$ cat src/hdl/ktcb_pkg.sv
package ktcb_pkg;

    localparam int NUM_SLOTS   = 8;
    localparam int SLOT_W      = (NUM_SLOTS > 1) ? $clog2(NUM_SLOTS) : 1;
    localparam int PAGE_W      = 32;
    localparam int DB_W        = 8;
    localparam int COUNT_W     = 8;
    localparam int PEND_W      = 11;
    localparam int SLOT_IDX_W  = 3;
    localparam int CFG_IDX_W   = 2;
    localparam int CFG_DATA_W  = 11;
    localparam int QUEUE_DEPTH = 4;
    localparam int QUEUE_PTR_W = $clog2(QUEUE_DEPTH);

    localparam logic [COUNT_W-1:0] COUNT_MAX = 8'hFF;
    localparam logic [PEND_W-1:0]  PEND_MAX  = 11'h7FF;
    localparam logic [COUNT_W-1:0] PBL_RESET = 8'd16;
    localparam logic [PEND_W-1:0]  TPL_RESET = 11'd64;

    // register indexes on the config port
    localparam logic [CFG_IDX_W-1:0] REG_PER_BATCH_LIMIT     = 2'd0;
    localparam logic [CFG_IDX_W-1:0] REG_TOTAL_PENDING_LIMIT = 2'd1;

    // post kinds
    localparam logic KIND_BATCH  = 1'b0;
    localparam logic KIND_DIRECT = 1'b1;

    typedef logic [SLOT_W-1:0] t_slot;

    typedef struct packed {
        logic                    post_kind;
        logic [SLOT_IDX_W-1:0]   slot_index;
        logic [PAGE_W-1:0]       post_page;
        logic [DB_W-1:0]         post_database;
        logic [COUNT_W-1:0]      post_count;
        logic                    last_of_run;
    } t_post;

    typedef struct packed {
        logic  push;
        t_post data;
    } t_q_push;

    typedef struct packed {
        logic full;
        logic empty;
    } t_q_status;

    typedef struct packed {
        logic                  we;
        logic [CFG_IDX_W-1:0]  idx;
        logic [CFG_DATA_W-1:0] data;
    } t_cfg_wr;

    // reported slot number keeps the low bits only
    function automatic logic [SLOT_IDX_W-1:0] slot_to_index(input t_slot s);
        logic [31:0] w;
        w = 32'(s);
        return w[SLOT_IDX_W-1:0];
    endfunction

endpackage

$ cat src/hdl/ktcb_queue.sv
module ktcb_queue import ktcb_pkg::*; (
    input  logic      i_clk,
    input  logic      i_rst_n,
    input  t_q_push   i_push,
    input  logic      i_pop,
    output t_q_status o_status,
    output t_post     o_data
);

    t_post                  r_mem [QUEUE_DEPTH];
    logic [QUEUE_PTR_W-1:0] r_wr_ptr, n_wr_ptr;
    logic [QUEUE_PTR_W-1:0] r_rd_ptr, n_rd_ptr;
    logic [QUEUE_PTR_W:0]   r_cnt, n_cnt;
    logic                   do_push, do_pop;

    assign o_status.full  = (r_cnt == (QUEUE_PTR_W + 1)'(QUEUE_DEPTH));
    assign o_status.empty = (r_cnt == '0);
    assign o_data         = r_mem[r_rd_ptr];

    assign do_push = i_push.push && !o_status.full;
    assign do_pop  = i_pop && !o_status.empty;

    always_comb begin
        n_wr_ptr = do_push ? r_wr_ptr + QUEUE_PTR_W'(1) : r_wr_ptr;
        n_rd_ptr = do_pop  ? r_rd_ptr + QUEUE_PTR_W'(1) : r_rd_ptr;
        n_cnt    = r_cnt;
        if (do_push && !do_pop) begin
            n_cnt = r_cnt + (QUEUE_PTR_W + 1)'(1);
        end else if (do_pop && !do_push) begin
            n_cnt = r_cnt - (QUEUE_PTR_W + 1)'(1);
        end
    end

    always_ff @(posedge i_clk) begin
        if (!i_rst_n) begin
            r_wr_ptr <= '0;
            r_rd_ptr <= '0;
            r_cnt    <= '0;
        end else begin
            r_wr_ptr <= n_wr_ptr;
            r_rd_ptr <= n_rd_ptr;
            r_cnt    <= n_cnt;
        end
    end

    always_ff @(posedge i_clk) begin
        if (do_push) begin
            r_mem[r_wr_ptr] <= i_push.data;
        end
    end

endmodule

$ cat config.mk
export PLATFORM = sky130hd
export DESIGN_NAME = ktcb_queue
export DESIGN_NICKNAME = d
export VERILOG_FILES = /design/src/hdl/ktcb_pkg.sv /design/src/hdl/ktcb_queue.sv
export SDC_FILE = /design/constraint.sdc
export NUM_CORES = 1
export LEC_CHECK = 0
export BUFFER_PORTS_ARGS = -buffer_cell sky130_fd_sc_hd__buf_2
export CAP_MARGIN = 30
export CORE_UTILIZATION = 61
export DETAILED_ROUTE_END_ITERATION = 6
export GPL_TIMING_DRIVEN = 0
export PLACE_DENSITY = 0.84
export RECOVER_POWER = 50
export SYNTH_ARGS = -nofsm -noshare
export SYNTH_HDL_FRONTEND = slang
export SYNTH_SLANG_ARGS = --single-unit
$ cat constraint.sdc
create_clock -name i_clk -period 4.1 [get_ports i_clk]
set_input_delay 0.615 -clock i_clk [delete_from_list [all_inputs] [get_ports i_clk]]
set_output_delay 0.615 -clock i_clk [all_outputs]
set_load 0.02 [all_outputs]
### Word level (Yosys, flattened, before mapping)

Memories as Yosys holds them, arrays and structs flattened. A register that Yosys moved wholly into a read port is not among the register bits.
Cells that the tools add are included.

* input bits: 57
* memories: 1
* register bits: 7
* RAM bits: 212
* word-level logic and storage cells: 25
* output and inout port bits: 55

* mux-type cells: 6
* equality and inequality tests: 1
* reduce and logical (&&, ||, !) cells: 10
* $add $sub $neg: 4

Memory list
* r_mem: depth 4, bits a word 53, rd ports 1, clocked after Yosys merged registers in 1, wr ports 1, line ktcb_queue.sv:10 `t_post r_mem [QUEUE_DEPTH];`

Operator list (number)
* $mux W3: 2
* $add A2 B1 Y2 const B: 2
* $logic_and A1 B1 Y1: 4
* $logic_not A1 Y1: 4
* $mux W2: 2
* $add A3 B1 Y3 const B: 1
* $eq A3 B3 Y1 const B: 1
* $logic_not A3 Y1: 1
* $sub A3 B1 Y3 const B: 1
* $mux W1: 2
* $reduce_bool A2 Y1: 1

### Longest topological paths before layout

* word-level depth: 7
* mapped depth: 9
* mapped depth without buffers: 8

### Worst setup path before layout

OpenSTA, ideal clock, no wires.

* path kind: input to register
* start: in i_push[53] (netlist bit)
* end: mem r_mem[0][0] (netlist bit), enable pin
* arrival time: 2.164 ns
* stages: 3
* data required time: 3.684 ns
* path slack: 1.520 ns
* path buffers: 1
* library setup time: 0.416 ns
* path through: nor2b_1 buf_2 and2_1

* word-level cells in the longest chain between the ends: 3

Ends and longest elaborated chain
* from (decl): line ktcb_queue.sv:4 `input t_q_push i_push,`
* $logic_and A1 B1 Y1: line ktcb_queue.sv:20 `assign do_push = i_push.push && !o_status.full;`
* named net do_push: line ktcb_queue.sv:14 `logic do_push, do_pop;`
* $mux W1: line ktcb_queue.sv:47 `if (do_push) begin`
* $mux W1 (implied by the code): line ktcb_queue.sv:48 `r_mem[r_wr_ptr] <= i_push.data;`
* to (decl): line ktcb_queue.sv:10

The timed path passes the listed nets, and every way through them passes these cells.

==> key figures <==
Timing
  • Slew Limit Fails: 0
  • Part of the cycle the worst path needs: around two thirds
  • Final Setup Violations: 0
  • Worst slew margin: under 10%
  • Hold Vio Cnt, Final: 0
  • Worst Max-Slew Pin Slew: ~1400 ps
  • Tmin final: roughly 2700 ps
  • Clock Skew: between 10 and 15 ps
  • Max Clock Freq: between 0.3 and 0.4 GHz
  • RSZ-0062 raised after global routing: no
  • Setup TNS Final: 0 ps

CTS
  • # hold bufs at CTS: 0
  • Clock tree from TritonCTS: done
  • Clk slew on worst S/H paths: 60 ps
  • Clock buffer depth: 3
  • Worst-Skew Late Latency: between 400 and 500 ps
  • Clock sinks: 221
  • Clock root buffer master: clkbuf_16
  • H-tree levels: 1
  • Post-CTS Setup Repair Bufs: 0
  • Post-CTS sizing: 0
  • Num CTS Buffers: 22

Die
  • Starting Density: between 60% and 70%
  • Row count: around 40
  • Core Region: between 10,000 and 15,000 µm²
  • Die ar.: ~14,000 µm²
  • Die Y: roughly 120 µm
  • Die Wd: between 100 and 150 µm
  • # IOs: 112

Logic synthesis
  • Ys Warns: 0
  • Syn Inst Count: ~330
  • #FFs+latches synth: between 200 and 250
  • Top cells by area, synth: edfxtp_1 (78%), mux4_2 (15%), dfxtp_1 (2.2%)
  • Synth unique cells: 23
  • Synth Area per Inst: approximately 25 µm²
  • Cell area after synthesis: 8180 µm²
  • Synth area leader: edfxtp_1
  • Syn nets: between 300 and 400
  • Synth top area share: 77.8%
  • Sequential area share after synthesis: between 80% and 90%

Min path
  • HP Class: primary input to register

Power and ir drop
  • Switching Power: approximately 1.8 mW
  • Clock power share: between 30% and 40%
  • Int Pwr: between 4 and 5 mW
  • Maximum VDD drop: approximately 370 µV
  • Sw frac: 27.1%
  • Flop pwr share: between 40 and 50%
  • PD cells: 677 nW/µm²
  • Leak: between 3 and 4 nW
  • Gate power share: between 20 and 30%
  • Total Power: around 6.5 mW

Placement
  • Gpl congestion: between 0.7 and 0.8
  • HPWL Detailed: about 8.0 mm
  • Port Buffers: between 100 and 150
  • Placed Cells: between 600 and 700

Critical path
  • Family with the most delay on the worst path: buffers and inverters
  • CP Capture Type: output pin
  • CP max stage cell: mux4_2
  • Worst path max stage delay: about 380 ps
  • Crit path arrival time: around 2100 ps
  • WP data required: 3480 ps
  • CP bufs+invs: 3
  • Setup CP Type: register to output pin
  • Startpoint class of the critical path: register
  • CP Max Fanout: 10
  • Worst-path cell chain: clkbuf_1, buf_2, mux4_2, buf_2
  • R2r setup slk: 1550 ps
  • Critical path's most frequent cell: buf_2

Finish
  • Final core utilization: 75.1%
  • Layout net count: 522
  • ANT cells: 0
  • Commonest non-fill, non-tap cell in the layout: edfxtp_1
  • Final cell count without fillers: about 650
  • Layout cells sized above 1: 32.9%
  • Commonest cells after routing, fill and taps aside: edfxtp_1 (212), clkbuf_1 (61), buf_2 (60)
  • Area grow syn2layout: 17.6%

Drt
  • Routed via count: approximately 3,700
  • DR WL/cell: 22.1 µm
  • Drt via density: roughly 5.7
  • Post-route ant nets: 0
  • Drt pass-1 iters: 4
  • Drt total wl: 14.3 mm
  • DRT iter0 DRCs: about 220
  • DRC violations left: 0

GRT
  • Initial antenna violation count: 0
  • Largest net degree at the start of global routing: 54
  • Grt ovf: 0
  • Number of global-route vias before repair: between 3,000 and 4,000
  • Wire length of the first global-routing pass: approximately 22 mm
  • Total track usage: about a fifth

Outcome
  • Status: finished clean

Flow run
  • Total of max-cap violations: 0
-- flip-flops by register name, indices dropped and copies added (netlist names), named ones only --
signal,flops
r_rd_ptr,2
r_mem,212
r_wr_ptr,2
r_cnt,3
-- area by class of cell --
| cell class | instances | area, µm² |
|---|---|---|
| fill | 760 | 3200 |
| sequential | 221 | 6550 |
| tap | 172 | 215 |
| clock buffer | 26 | 587 |
| clock inverter | 13 | 164 |
| timing repair buffer | 110 | 482 |
| inverter | 3 | 11.3 |
| buffer | 14 | 148 |
| multi-input combinational | 87 | 1470 |
-- power groups by stage --
| stage | combinational (mW) | clock [mW] | sequential, mW |
|---|---|---|---|
| after floorplan | 1.22 | 0 | 2.85 |
| after global placement | 1.64 | 0 | 2.86 |
| after detailed placement | 1.68 | 0 | 2.87 |
| after CTS | 1.69 | 2.06 | 2.83 |
| after global routing | 1.75 | 2.14 | 2.85 |
| final | 1.65 | 2.04 | 2.83 |
-- synthesized netlist by cell type --
| cell | n |
|---|---|
| edfxtp_1 | 212 |
| mux4_2 | 53 |
| dfxtp_1 | 9 |
| and2_1 | 8 |
| buf_2 | 6 |
| buf_12 | 5 |
| ha_1 | 5 |
| nand2_1 | 4 |
| inv_1 | 3 |
| mux2i_1 | 3 |
| xnor2_1 | 3 |
| clkbuf_1 | 2 |
| nor2b_1 | 2 |
| a21boi_0 | 1 |
| buf_6 | 1 |
| fa_1 | 1 |
| nor3_1 | 1 |
| nor3b_2 | 1 |
| o21ai_0 | 1 |
| o311ai_1 | 1 |
| o31ai_2 | 1 |
| or3_1 | 1 |
| xor2_1 | 1 |
-- layer usage --
| layer | vias up | wire, µm | track usage (%) |
|---|---|---|---|
| li1 | 1641 | - | - |
| met5 | - | 0 | 0 |
| met3 | 20 | 883 | 3.63 |
| met1 | 1899 | 5360 | 25.7 |
| met2 | 151 | 7800 | 38.7 |
| met4 | 0 | 247 | 6.25 |
-- per-stage QoR --
stage                     hold slack [ps]  cell area [µm²]  setup WS, ps
after floorplan                       468             8180          1520
after global placement                476             8950           521
after detailed placement              507             8960          1740
after CTS                             333             9710          1380
after global routing                  382             9630          1320
final                                 390             9630          1440
-- final timing paths --
| kind | start | endpoint | cells after the start |
|---|---|---|---|
| worst max-delay path | register | o_data[34] | 4 |
| worst min-delay path | i_push[28] | r_mem[0][28] | 1 |
| worst max register to register | r_cnt[0] | r_mem[2][0] | 4 |
| worst min register to register | r_wr_ptr[1] | r_wr_ptr[1] | 2 |
-- kinds of logic after synthesis --
family	Yosys count	synth area share (%)
compound gates	4	0.413
fa+ha+maj	6	1.01
flops	221	80.0
mux	56	15.0
buf+inv	17	1.96
simple gates	17	1.24
xor+xnor	4	0.428
(Power assumes the default switching activity.)
